===== config.mk =====
export PLATFORM = sky130hd
export DESIGN_NAME = gb18030_sequence_validator
export DESIGN_NICKNAME = d
export VERILOG_FILES = /design/src/rtl/gsv_pkg.sv /design/src/rtl/gsv_decode.sv /design/src/rtl/gb18030_sequence_validator.sv
export SDC_FILE = /design/constraint.sdc
export NUM_CORES = 1
export LEC_CHECK = 0
export ABC_CLOCK_PERIOD_IN_PS = 4600
export BUFFER_PORTS_ARGS = -buffer_cell sky130_fd_sc_hd__buf_2
export CAP_MARGIN = 20
export CORE_UTILIZATION = 55
export CTS_CLUSTER_SIZE = 20
export DETAILED_ROUTE_END_ITERATION = 7
export PLACE_DENSITY = 0.78
export SLEW_MARGIN = 20
export SYNTH_ARGS = -nofsm -noshare
export SYNTH_HDL_FRONTEND = slang
export SYNTH_HIERARCHICAL = 1
export SYNTH_SLANG_ARGS = --single-unit

===== constraint.sdc =====
create_clock -name clk_i -period 4.6 [get_ports clk_i]
set_input_delay 0.46 -clock clk_i [delete_from_list [all_inputs] [get_ports clk_i]]
set_output_delay 0.46 -clock clk_i [all_outputs]
set_load 0.02 [all_outputs]

===== src/rtl/gsv_pkg.sv =====
// Shared types and byte range constants for the GB18030 sequence validator.
package gsv_pkg;

  // Byte range limits used by the sequence rules.
  localparam logic [7:0] ByteAsciiMax   = 8'h7F;
  localparam logic [7:0] ByteLeadBad    = 8'h80;
  localparam logic [7:0] ByteLeadMin    = 8'h81;
  localparam logic [7:0] ByteLeadMax    = 8'hFE;
  localparam logic [7:0] ByteFF         = 8'hFF;
  localparam logic [7:0] ByteTrailMin   = 8'h40;
  localparam logic [7:0] ByteDigitMin   = 8'h30;
  localparam logic [7:0] ByteDigitMax   = 8'h39;
  localparam logic [7:0] ByteFourLoMax  = 8'h84;
  localparam logic [7:0] ByteFourHiMin  = 8'h90;
  localparam logic [7:0] ByteFourHiMax  = 8'hE3;
  localparam logic [7:0] ByteEscape     = 8'h1B;
  localparam logic [7:0] ByteCtrlMin    = 8'h08;
  localparam logic [7:0] ByteCtrlMax    = 8'h0D;
  localparam logic [7:0] BytePrintMin   = 8'h20;
  localparam logic [7:0] BytePrintMax   = 8'h7E;

  // Held sequence depth and width of the held byte count.
  localparam int unsigned HeldDepth = 3;
  localparam int unsigned CountW    = 2;

  // Per-word result code.
  typedef enum logic [1:0] {
    StNeedMore = 2'd0,
    StValid    = 2'd1,
    StNonText  = 2'd2,
    StInvalid  = 2'd3
  } status_e;

  // Decoder result for one word.
  typedef struct packed {
    status_e     status;
    logic [2:0]  char_length;
    logic [31:0] char_bytes;
    logic        char_done;
    logic        hold;
  } dec_res_t;

endpackage


===== src/rtl/gsv_decode.sv =====
// Combinational rule check of one byte against the sequence held so far.
module gsv_decode (
  input  logic [7:0]                          byte_i,
  input  logic [gsv_pkg::CountW-1:0]          held_count_i,
  input  logic [gsv_pkg::HeldDepth-1:0][7:0]  held_bytes_i,
  output gsv_pkg::dec_res_t                   res_o
);
  import gsv_pkg::*;

  logic is_digit;
  logic is_text;
  logic is_trail2;
  logic is_lead;
  logic lead_four;

  // Range classification of the incoming byte and the held lead byte.
  assign is_digit  = (byte_i >= ByteDigitMin) && (byte_i <= ByteDigitMax);
  assign is_text   = ((byte_i >= ByteCtrlMin) && (byte_i <= ByteCtrlMax)) ||
                     (byte_i == ByteEscape) ||
                     ((byte_i >= BytePrintMin) && (byte_i <= BytePrintMax));
  assign is_trail2 = (byte_i >= ByteTrailMin) && (byte_i <= ByteLeadMax) &&
                     (byte_i != ByteAsciiMax);
  assign is_lead   = (byte_i >= ByteLeadMin) && (byte_i <= ByteLeadMax);
  assign lead_four = ((held_bytes_i[0] >= ByteLeadMin) &&
                      (held_bytes_i[0] <= ByteFourLoMax)) ||
                     ((held_bytes_i[0] >= ByteFourHiMin) &&
                      (held_bytes_i[0] <= ByteFourHiMax));

  // Status, packing and hold decision per position in the sequence.
  always_comb begin
    res_o             = '0;
    res_o.status      = StInvalid;
    res_o.char_length = {1'b0, held_count_i} + 3'd1;
    case (held_count_i)
      2'd0: begin
        res_o.char_bytes = {24'h0, byte_i};
        if ((byte_i == ByteLeadBad) || (byte_i == ByteFF)) begin
          res_o.status = StInvalid;
        end else if (byte_i <= ByteAsciiMax) begin
          res_o.status = is_text ? StValid : StNonText;
        end else begin
          res_o.status = StNeedMore;
          res_o.hold   = 1'b1;
        end
      end
      2'd1: begin
        res_o.char_bytes = {16'h0, held_bytes_i[0], byte_i};
        if (is_trail2) begin
          res_o.status = StValid;
        end else if (lead_four && is_digit) begin
          res_o.status = StNeedMore;
          res_o.hold   = 1'b1;
        end else begin
          res_o.status = StInvalid;
        end
      end
      2'd2: begin
        res_o.char_bytes = {8'h0, held_bytes_i[0], held_bytes_i[1], byte_i};
        if (is_lead) begin
          res_o.status = StNeedMore;
          res_o.hold   = 1'b1;
        end else begin
          res_o.status = StInvalid;
        end
      end
      default: begin
        res_o.char_bytes = {held_bytes_i[0], held_bytes_i[1], held_bytes_i[2], byte_i};
        res_o.status     = is_digit ? StValid : StInvalid;
      end
    endcase
    res_o.char_done = ~res_o.hold;
  end

endmodule


===== src/rtl/gb18030_sequence_validator.sv =====
// Top level of the GB18030 byte sequence validator: stream ports and registers.
//
// The block takes one text byte per word and returns one result word per byte,
// telling whether more bytes are needed, a valid character was completed, a
// single byte was complete but not text, or the sequence is invalid; tlast
// marks the byte that ends a sequence. It accepts a byte in every cycle unless
// the result register is stalled; each byte passes the input register, then the
// result register. The rate is set by the loop from the held sequence bytes
// through the rule decoder and back.
module gb18030_sequence_validator (
  input  logic        clk_i,
  input  logic        rst_ni,
  input  logic        s_axis_tvalid_i,
  output logic        s_axis_tready_o,
  input  logic [7:0]  s_axis_tdata_i,   // [7:0] in_byte
  output logic        m_axis_tvalid_o,
  input  logic        m_axis_tready_i,
  output logic [39:0] m_axis_tdata_o,   // [1:0] status, [4:2] char_length,
                                        // [36:5] char_bytes, [39:37] zero
  output logic        m_axis_tlast_o    // char_done
);
  import gsv_pkg::*;

  logic                     in_valid_q, in_valid_d;
  logic [7:0]               in_byte_q;
  logic                     out_valid_q, out_valid_d;
  dec_res_t                 out_res_q;
  logic [CountW-1:0]        held_count_q, held_count_d;
  logic [HeldDepth-1:0][7:0] held_bytes_q, held_bytes_d;
  logic                     res_ready;
  logic                     advance;
  logic                     in_take;
  dec_res_t                 dec_res;

  // Handshake: each stage refills when its downstream side moves.
  assign res_ready       = ~out_valid_q | m_axis_tready_i;
  assign advance         = in_valid_q & res_ready;
  assign s_axis_tready_o = ~in_valid_q | res_ready;
  assign in_take         = s_axis_tvalid_i & s_axis_tready_o;
  assign in_valid_d      = in_take | (in_valid_q & ~res_ready);
  assign out_valid_d     = advance | (out_valid_q & ~m_axis_tready_i);

  // Rule check of the registered byte.
  gsv_decode u_decode (
    .byte_i       (in_byte_q),
    .held_count_i (held_count_q),
    .held_bytes_i (held_bytes_q),
    .res_o        (dec_res)
  );

  // Next held sequence: append on hold, clear on completion or error.
  always_comb begin
    held_count_d = held_count_q;
    held_bytes_d = held_bytes_q;
    if (advance) begin
      if (dec_res.hold) begin
        held_count_d = held_count_q + 2'd1;
        case (held_count_q)
          2'd0:    held_bytes_d[0] = in_byte_q;
          2'd1:    held_bytes_d[1] = in_byte_q;
          default: held_bytes_d[2] = in_byte_q;
        endcase
      end else begin
        held_count_d = '0;
        held_bytes_d = '0;
      end
    end
  end

  // Control and sequence state.
  always_ff @(posedge clk_i or negedge rst_ni) begin
    if (!rst_ni) begin
      in_valid_q   <= 1'b0;
      out_valid_q  <= 1'b0;
      held_count_q <= '0;
      held_bytes_q <= '0;
    end else begin
      in_valid_q   <= in_valid_d;
      out_valid_q  <= out_valid_d;
      held_count_q <= held_count_d;
      held_bytes_q <= held_bytes_d;
    end
  end

  // Payload registers.
  always_ff @(posedge clk_i) begin
    if (in_take) begin
      in_byte_q <= s_axis_tdata_i;
    end
    if (advance) begin
      out_res_q <= dec_res;
    end
  end

  // Result word.
  assign m_axis_tvalid_o = out_valid_q;
  assign m_axis_tdata_o  = {3'b000, out_res_q.char_bytes, out_res_q.char_length,
                            out_res_q.status};
  assign m_axis_tlast_o  = out_res_q.char_done;

  // A fourth byte always ends the sequence.
  a_four_ends : assert property (@(posedge clk_i) disable iff (!rst_ni)
    (advance && (held_count_q == 2'd3)) |=> (held_count_q == 2'd0))
    else $error("sequence not closed after fourth byte");

  // Length reported matches the held count plus the new byte.
  a_length : assert property (@(posedge clk_i) disable iff (!rst_ni)
    advance |=> (out_res_q.char_length == ({1'b0, $past(held_count_q)} + 3'd1)))
    else $error("char_length does not follow held count");

  // A result without tlast is always a need-more status.
  a_open_status : assert property (@(posedge clk_i) disable iff (!rst_ni)
    (out_valid_q && !out_res_q.char_done) |-> (out_res_q.status == StNeedMore))
    else $error("open sequence with final status");

  // A held sequence always starts with a multi-byte lead.
  a_held_lead : assert property (@(posedge clk_i) disable iff (!rst_ni)
    (held_count_q != 2'd0) |->
      ((held_bytes_q[0] >= ByteLeadMin) && (held_bytes_q[0] <= ByteLeadMax)))
    else $error("held sequence without a lead byte");

endmodule


### Yosys cells after proc, flatten, opt, wreduce, memory -nomap -nowiden

Index checks and enable logic that the tools add are counted.

* bits in registers: 74
* bits of input ports: 12

* reduce and logical (&&, ||, !) cells: 18
* bitwise operators: 13
* order comparisons: 14
* $add $sub $neg: 2
* multiplexer cells: 20
* equality and inequality tests: 9

Operator list (count)
* $pmux W32 S3: 1
* $ge A8 B8 Y1 const B: 3
* $le A8 B8 Y1 const B: 3
* $mux W24: 1
* $mux W8: 3
* $eq A8 B8 Y1 const B: 2
* $ge A8 B6 Y1 const B: 2
* $le A8 B7 Y1 const B: 2
* $mux W2: 8
* $logic_and A1 B1 Y1: 9
* $eq A8 B5 Y1 const B: 1
* $ge A8 B4 Y1 const B: 1
* $ge A8 B7 Y1 const B: 1
* $le A8 B4 Y1 const B: 1
* $le A8 B6 Y1 const B: 1
* $ne A8 B7 Y1 const B: 1
* $pmux W2 S3: 1
* $reduce_and A2 Y1: 3
* $mux W1: 5
* $not A1 Y1: 5
* $and A1 B1 Y1: 4
* $logic_or A1 B1 Y1: 4
* $ne A2 B1 Y1 const B: 2
* $or A1 B1 Y1: 4
* 8 further kinds: 8

### Longest topological paths before layout

Gate-level depths: netlist of the first run.

* depth after elaboration: 9
* mapped depth: 8

### Modules after synthesis

The synthesis of the first run kept the hierarchy.

Modules (own cells, without submodules)
* gb18030_sequence_validator: instances 1, cells each 133, area each 2627.5 µm²
* gsv_decode: instances 1, cells each 112, area each 648.1 µm²

### Least setup slack after synthesis of the first run

OpenSTA, ideal clock, no wires.

* kind: register -> register
* start point: register in_byte_q[6]
* end point: register held_bytes_q[14] (netlist bit)
* buffers on the path: 1
* arrival: 2060 ps
* slack: 2415 ps
* stages on the path, launching flop included: 9
* required time: 4475 ps
* clock period less this slack: 2185 ps
* cells stage by stage: edfxtp_1 or4_1 o41ai_2 nor2_1 o21ai_1 a21oi_1 clkbuf_1 and2_1 mux2_4

RTL lines
* start: declaration: RTL line gb18030_sequence_validator.sv:25 `logic [7:0] in_byte_q;`
* start signal: assignment: RTL line gb18030_sequence_validator.sv:88 `in_byte_q <= s_axis_tdata_i;`
* end signal: assignment: RTL line gb18030_sequence_validator.sv:81 `held_bytes_q <= held_bytes_d;`
* end: declaration: RTL line gb18030_sequence_validator.sv:29 `logic [HeldDepth-1:0][7:0] held_bytes_q, held_bytes_d;`

==> results by group, run 1 <==
Outcome
  – Run status: finished, final reports clean

Clock tree
  – Post-CTS Setup Bufs: 0
  – Clk_lat worst skew: 0.34 ns
  – Post-cts gate resize count: 0
  – Hold Buf Count CTS: 0
  – Worst-case clock buffer depth: 2
  – Root buffer cell: clkbuf_8
  – H-tree levels: 3
  – Clock transition at path regs: 0.08 ns
  – TritonCTS Sinks: 74
  – CTS Buf Count: 9
  – CTS tree: yes

Power
  – VDD IR max: 334 µV
  – Leak: 0.00155 µW
  – Total power draw: around 2300 µW
  – Pwr dens: 600 nW/µm²

STA
  – Crit share post-route: 0.650
  – Minimum clock period: 2.99 ns
  – Final setup vio count: 0
  – Peak Freq: 335 MHz
  – Least-Margin Pin Slew: 0.902 ns
  – RSZ-0062 raised after global routing: false
  – Fin. Hold Viols: 0
  – Slew Limit Fails: 0
  – Rel. slew slack: 0.399
  – Aggregate negative setup slack: 0 ns
  – Clk_skew: 0.00835 ns
  – Final worst slack: about 1.6 ns

Layout
  – Commonest non-fill, non-tap cell in the layout: buf_2
  – Final #Nets: 306
  – Synthesis-to-finish area growth: 14.8%
  – Ant. Diodes: 0
  – Design area: between 3000 and 4000 µm²
  – Share of layout cells above drive strength 1: 0.334
  – Leading cell types in the layout, fill and taps excluded: buf_2 (51), edfxtp_1 (46), nand2_1 (29)

Setup path
  – Setup CP Type: reg -> reg
  – Crit path DAT: between 3 and 4 ns
  – Type of origin of the critical path: register
  – Crit path top cell by count: nand2_1
  – Setup crit end kind: register
  – Depth of the worst register-to-register path: 8
  – CP max stage delay: 0.59 ns
  – Cell Chain, Critical Path: o311ai_0 > nand2_1 > nor3_1 > nand2_1 > a21oi_1 > o21ai_1 > nand3_4 > mux2_2
  – CP required: roughly 4.8 ns
  – Critical-path maximum fanout: 13
  – Slowest-stage cell, CP: a21oi_1

Global routing
  – Largest net degree at the start of global routing: 48
  – Initial antenna violation count: 0
  – Number of global-route vias before repair: 1905
  – Global-route wire length before repair: 9540 µm
  – GR Overflow Total: 0
  – Total GRT Usage: 0.210

Floorplanning
  – Initial Utilization: 0.584
  – Die height: 79.2 µm
  – Full die area: 6270 µm²
  – # IOs: 55
  – Die W: 79.2 µm
  – FP Rows: 27
  – Core Region: 5610 µm²

Worst hold path
  – Hold Crit Class: in -> async

Placed design
  – Placed Area: 3490 µm²
  – Pre-CTS setup slack: 1.70 ns
  – Gpl congestion: 0.774
  – DP HPWL: between 4000 and 5000 µm
  – IO Port Bufs: 51

Detailed routing
  – Routed len/inst: roughly 17 µm
  – Final ANT Viol Nets: 0
  – Post-Route WL: 6040 µm
  – Avg Vias per Cell: 5.54
  – Initial DRC Count: 176
  – Pre-antenna DRT Iters: 4
  – Via count: between 2k and 2.5k
  – Number of remaining DRC errors: 0

Yosys
  – Synth Area per Inst: 13.4 µm²
  – Ys async rst share: 0.378
  – Post-synthesis register bit count: 74
  – Post-Syn Area: between 3000 and 4000 µm²
  – Ys flop type: edfxtp_1
  – EDFF count, synth: 46
  – Gate Count Post-Synth: 245
  – Sequential-to-total area share from yosys stat: 0.636
  – Post-synth cell types: 40
  – Yosys warns: 6

Job
  – Max_cap viols: 0
==> state kept, by name (all words and copies together), names as in the netlist <==
name,count
m_axis_tdata_o,37
held_count_q,2
held_bytes_q,24
in_valid_q,1
m_axis_tvalid_o,1
in_byte_q,8
m_axis_tlast_o,1
==> power breakdown <==
part           switching [µW]  internal, µW
clock network             227           429
logic                     323           241
registers                 139           896
total                     689          1570
==> cells by family after synthesis <==
family / synth area share
AND/OR/NAND/NOR: 0.123
other: 0.00114
multiplexers: 0.0837
adder cells (fa/ha/maj): 0.0229
flip-flops: 0.636
AO/OA/AOI/OAI: 0.0848
buffers and inverters: 0.0493
==> critical path, delay by kind of cell, from the launching register on <==
family	cells	cell delay, ns
muxes	1	0.37
DFF	1	0.44
and+or+nand+nor	4	0.73
AOI/OAI and AO/OA	3	1.32
==> synth_stat cells, drive strengths merged, types with 2 or more instances <==
cell type,n,area (µm²)
edfxtp,46,1380
nand2,29,109
dfrtp,28,701
mux2,24,274
o21ai,21,105
and2,18,114
buf,14,103
a22oi,8,60.1
clkbuf,8,40.0
ha,6,75.1
inv,5,18.8
nor3,5,30.0
a21oi,4,20.0
nand2b,4,25.0
nand3,4,57.6
nand4,3,18.8
nor2,3,11.3
o311ai,2,25.0
or4,2,15.0
==> through the flow <==
step | utilization | instances | hold slack [ns]
after global placement | 0.623 | 349 | 0.492
after detailed placement | 0.623 | 349 | 0.495
final | 0.670 | 365 | 0.137
after global routing | 0.670 | 365 | 0.170
after floorplan | - | 247 | 0.164
after CTS | 0.670 | 365 | 0.140
==> worst paths after layout <==
| check | from | to | slack, ns |
|---|---|---|---|
| min in group clk_i | s_axis_tdata_i[5] | in_byte_q[5] | 0.29 |
| hold reg to reg | held_bytes_q[16] | held_bytes_q[16] | 0.52 |
| max in group asynchronous | rst_ni | held_bytes_q[5] | 4.04 |
| setup / recovery | held_bytes_q[3] | held_bytes_q[17] | 1.61 |
| setup reg to reg | held_bytes_q[3] | held_bytes_q[17] | 1.61 |
| hold / removal | rst_ni | held_bytes_q[0] | 0.14 |
==> cell type report <==
cell class / instances / area [µm²]
Timing Repair Buffer: 52 / 263
Clock inverter: 5 / 125
Multi-Input combinational cell: 146 / 1040
Fill cell: 416 / 1850
Sequential cell: 74 / 2080
Clock buffer: 11 / 141
Tap cell: 72 / 90.1
Inverter: 5 / 18.8
==> metal layers <==
metal  track usage  wire, µm  vias to the layer above
met5             0         0                        -
met3        0.0345       283                       10
met2         0.334      2990                       74
li1              -         -                      962
met4         0.125       117                        0
met1         0.271      2650                      977
No activity file was read; power rests on OpenSTA's default activity.
==> run 2, diff against run 1 <==
- ABC_AREA: unset -> 1
- ABC_CLOCK_PERIOD_IN_PS: 4600 -> 3100
- clock period: 4.6 -> 3.1 ns (I/O delays scaled with it)
==> results by group, run 2 <==
Clock tree
  – CTS tree: yes
  – Worst-case clock buffer depth: 2
  – Clk_lat worst skew: roughly 0.35 ns
  – TritonCTS Sinks: 74
  – Root buffer cell: clkbuf_8
  – Post-cts gate resize count: 0
  – CTS Buf Count: 9
  – Clock transition at path regs: 0.07 ns
  – H-tree levels: 3
  – Post-CTS Setup Bufs: 0

Placed design
  – DP HPWL: around 4600 µm
  – IO Port Bufs: 51
  – Pre-CTS setup slack: 1.01 ns
  – Gpl congestion: 0.889
  – Cell count after placement: 462

STA
  – Slew Limit Fails: 0
  – Least-Margin Pin Slew: 0.938 ns
  – Final setup vio count: 0
  – Final worst slack: ~0.97 ns
  – Clk_skew: 0.0103 ns
  – Minimum clock period: ~2.1 ns
  – Aggregate negative setup slack: 0 ns
  – Peak Freq: ~470 MHz
  – Crit share post-route: 0.688
  – Fin. Hold Viols: 0
  – Rel. slew slack: 0.373
  – Hold Slack: 0.136 ns
  – RSZ-0062 raised after global routing: false

Yosys
  – Ys flop type: edfxtp_1
  – EDFF count, synth: 46
  – Post-synth cell types: 31
  – Sequential-to-total area share from yosys stat: 0.613
  – Area leader, netlist: edfxtp_1
  – Synth Area per Inst: 9.79 µm²
  – Post-synth top area share: 0.407
  – Post-synthesis register bit count: 74
  – Most frequent cell after synthesis: nand2_1
  – Post-synth top cells: nand2_1 (115), edfxtp_1 (46), inv_1 (41), nand3_1 (34), dfrtp_1 (28)
  – Post-Syn Area: roughly 3400 µm²
  – Ys async rst share: 0.378
  – Gate Count Post-Synth: 347
  – Top post-synthesis cells by area: edfxtp_1 (41%), dfrtp_1 (21%), nand2_1 (13%)
  – Yosys warns: 6

Floorplanning
  – Core Region: 5920 µm²
  – Initial Utilization: 0.574
  – FP Rows: 28
  – Die W: 80.6 µm
  – Die height: 80.6 µm
  – Full die area: 6490 µm²
  – # IOs: 55

Setup path
  – CP max stage delay: approximately 0.52 ns
  – Cell Chain, Critical Path: inv_1 > nand2_2 > nor2_2 > nand2_2 > nor2_4 > nand3_2 > a21oi_2 > buf_4 > nand2_2 > nand3_1 > nand2_1 > nand2_1
  – Worst path top cell family by delay: simple AND/OR/NAND/NOR gates
  – Slowest-stage cell, CP: edfxtp_1
  – Crit path DAT: 2.41 ns
  – Type of origin of the critical path: register
  – Reg2Reg Setup Slack: approximately 0.97 ns
  – Setup crit end kind: register
  – FF-to-FF End: held_bytes_q[0]
  – Setup CP Type: reg -> reg
  – Worst Setup EP: held_bytes_q[0]
  – Crit path top cell by count: nand2_2
  – Worst r2r src: in_byte_q[7]
  – Worst path depth: 12
  – Worst Path Buf+Inv: 2
  – CP required: between 3 and 4 ns
  – CP startpoint: in_byte_q[7]
  – Critical-path maximum fanout: 14
  – Depth of the worst register-to-register path: 12

Global routing
  – GR Overflow Total: 0
  – Number of global-route vias before repair: 2221
  – Largest net degree at the start of global routing: 31
  – Global-route wire length before repair: 10400 µm
  – Total GRT Usage: 0.223
  – Initial antenna violation count: 0

Layout
  – Share of layout cells above drive strength 1: 0.215
  – Register Area: 2080 µm²
  – Leading cell types in the layout, fill and taps excluded: nand2_1 (115), buf_2 (51), edfxtp_1 (46)
  – Synthesis-to-finish area growth: 14.1%
  – Multi-input logic area: about 1000 µm²
  – Finished Layout Cells: 479
  – Ant. Diodes: 0
  – Final core occ: 0.655
  – Filler cells: 488
  – Final #Nets: 417
  – Commonest non-fill, non-tap cell in the layout: nand2_1
  – Largest register FFs: 37

Detailed routing
  – Routed len/inst: 13.8 µm
  – Avg Vias per Cell: about 5.3
  – Initial DRC Count: 236
  – Number of remaining DRC errors: 0
  – Via count: about 2.6k
  – Pre-antenna DRT Iters: 5
  – Post-Route WL: 6590 µm
  – Final ANT Viol Nets: 0

Power
  – Pwr dens: 822 nW/µm²
  – Leak: 0.00187 µW
  – VDD IR max: 388 µV

Outcome
  – Run status: finished, final reports clean

Job
  – Max_cap viols: 0

Worst hold path
  – Hold Crit Class: in -> reg
==> run 2: cell count changes after synthesis, sizes merged, moves of 4 or more <==
cell    change
a22oi       -8
o221ai      +4
and2       -17
nand2b      -4
o22ai       +6
nand2      +92
inv        +40
clkbuf      -7
nor2       +10
nand3      +31
mux2       -24
o21ai      -12
==> run 2: per-layer routing <==
| metal | routed length [µm] | global-route usage |
|---|---|---|
| met3 | 464 | 0.0409 |
| met4 | 227 | 0.146 |
| met5 | 0 | 0 |
| met1 | 2890 | 0.302 |
| met2 | 3020 | 0.325 |
==> run 2: kinds of logic (layout without fill, tap and decap cells) <==
family	after synthesis	after routing	synth area share
AOI/OAI and AO/OA	30	30	0.0615
adders and majority gates	6	6	0.0221
buffers and inverters	63	118	0.0870
DFF	74	74	0.613
other	1	3	0.00110
and+or+nand+nor	173	173	0.215
==> run 2: power breakdown <==
group          internal (µW)  switching [µW]  total (µW)
Clock                    386             345         731
Sequential              1320             193        1510
Combinational            298             649         946
Total                   2000            1190        3190
==> run 2: worst min-delay path by stage <==
| stage | end | slack [ns] | cells after the start | start |
|---|---|---|---|---|
| 5_1_grt | in_byte_q[5] | 0.12 | 1 | s_axis_tdata_i[5] |
| 3_5_place_dp | held_bytes_q[18] | 0.35 | 1 | rst_ni |
| 3_3_place_gp | held_bytes_q[22] | 0.35 | 1 | rst_ni |
| 6_report | in_byte_q[5] | 0.14 | 1 | s_axis_tdata_i[5] |
| 2_1_floorplan | held_bytes_q[0] | 0.01 | 0 | rst_ni |
| 4_1_cts | in_byte_q[5] | 0.12 | 1 | s_axis_tdata_i[5] |
==> run 2: repair_timing <==
item	in CTS	in global routing
hold buffers	1	0
endpoints found under the setup margin	0	0
hold endpoints to repair	28	0
==> run 2: layout make-up <==
class                      instances  area share
clock buffer                      10      0.0355
clock inverter                     6      0.0145
inverter                          46      0.0445
multi-input combinational        212       0.265
sequential                        74       0.537
tap                               75      0.0242
timing repair buffer              56      0.0794
==> run 2: worst register-to-register path: cells and delay by family (launching register included) <==
family / cells / cell delay (ns)
and+or+nand+nor: 9 / 1.05
DFF: 1 / 0.52
buffers and inverters: 2 / 0.35
AOI/OAI and AO/OA: 1 / 0.15
==> run 2: through the flow <==
step           area [µm²]  power [µW]
5_1_grt              3880        3370
6_report             3880        3190
3_5_place_dp         3670        2450
2_1_floorplan        3400        2170
4_1_cts              3880        3180
3_3_place_gp         3670        2420
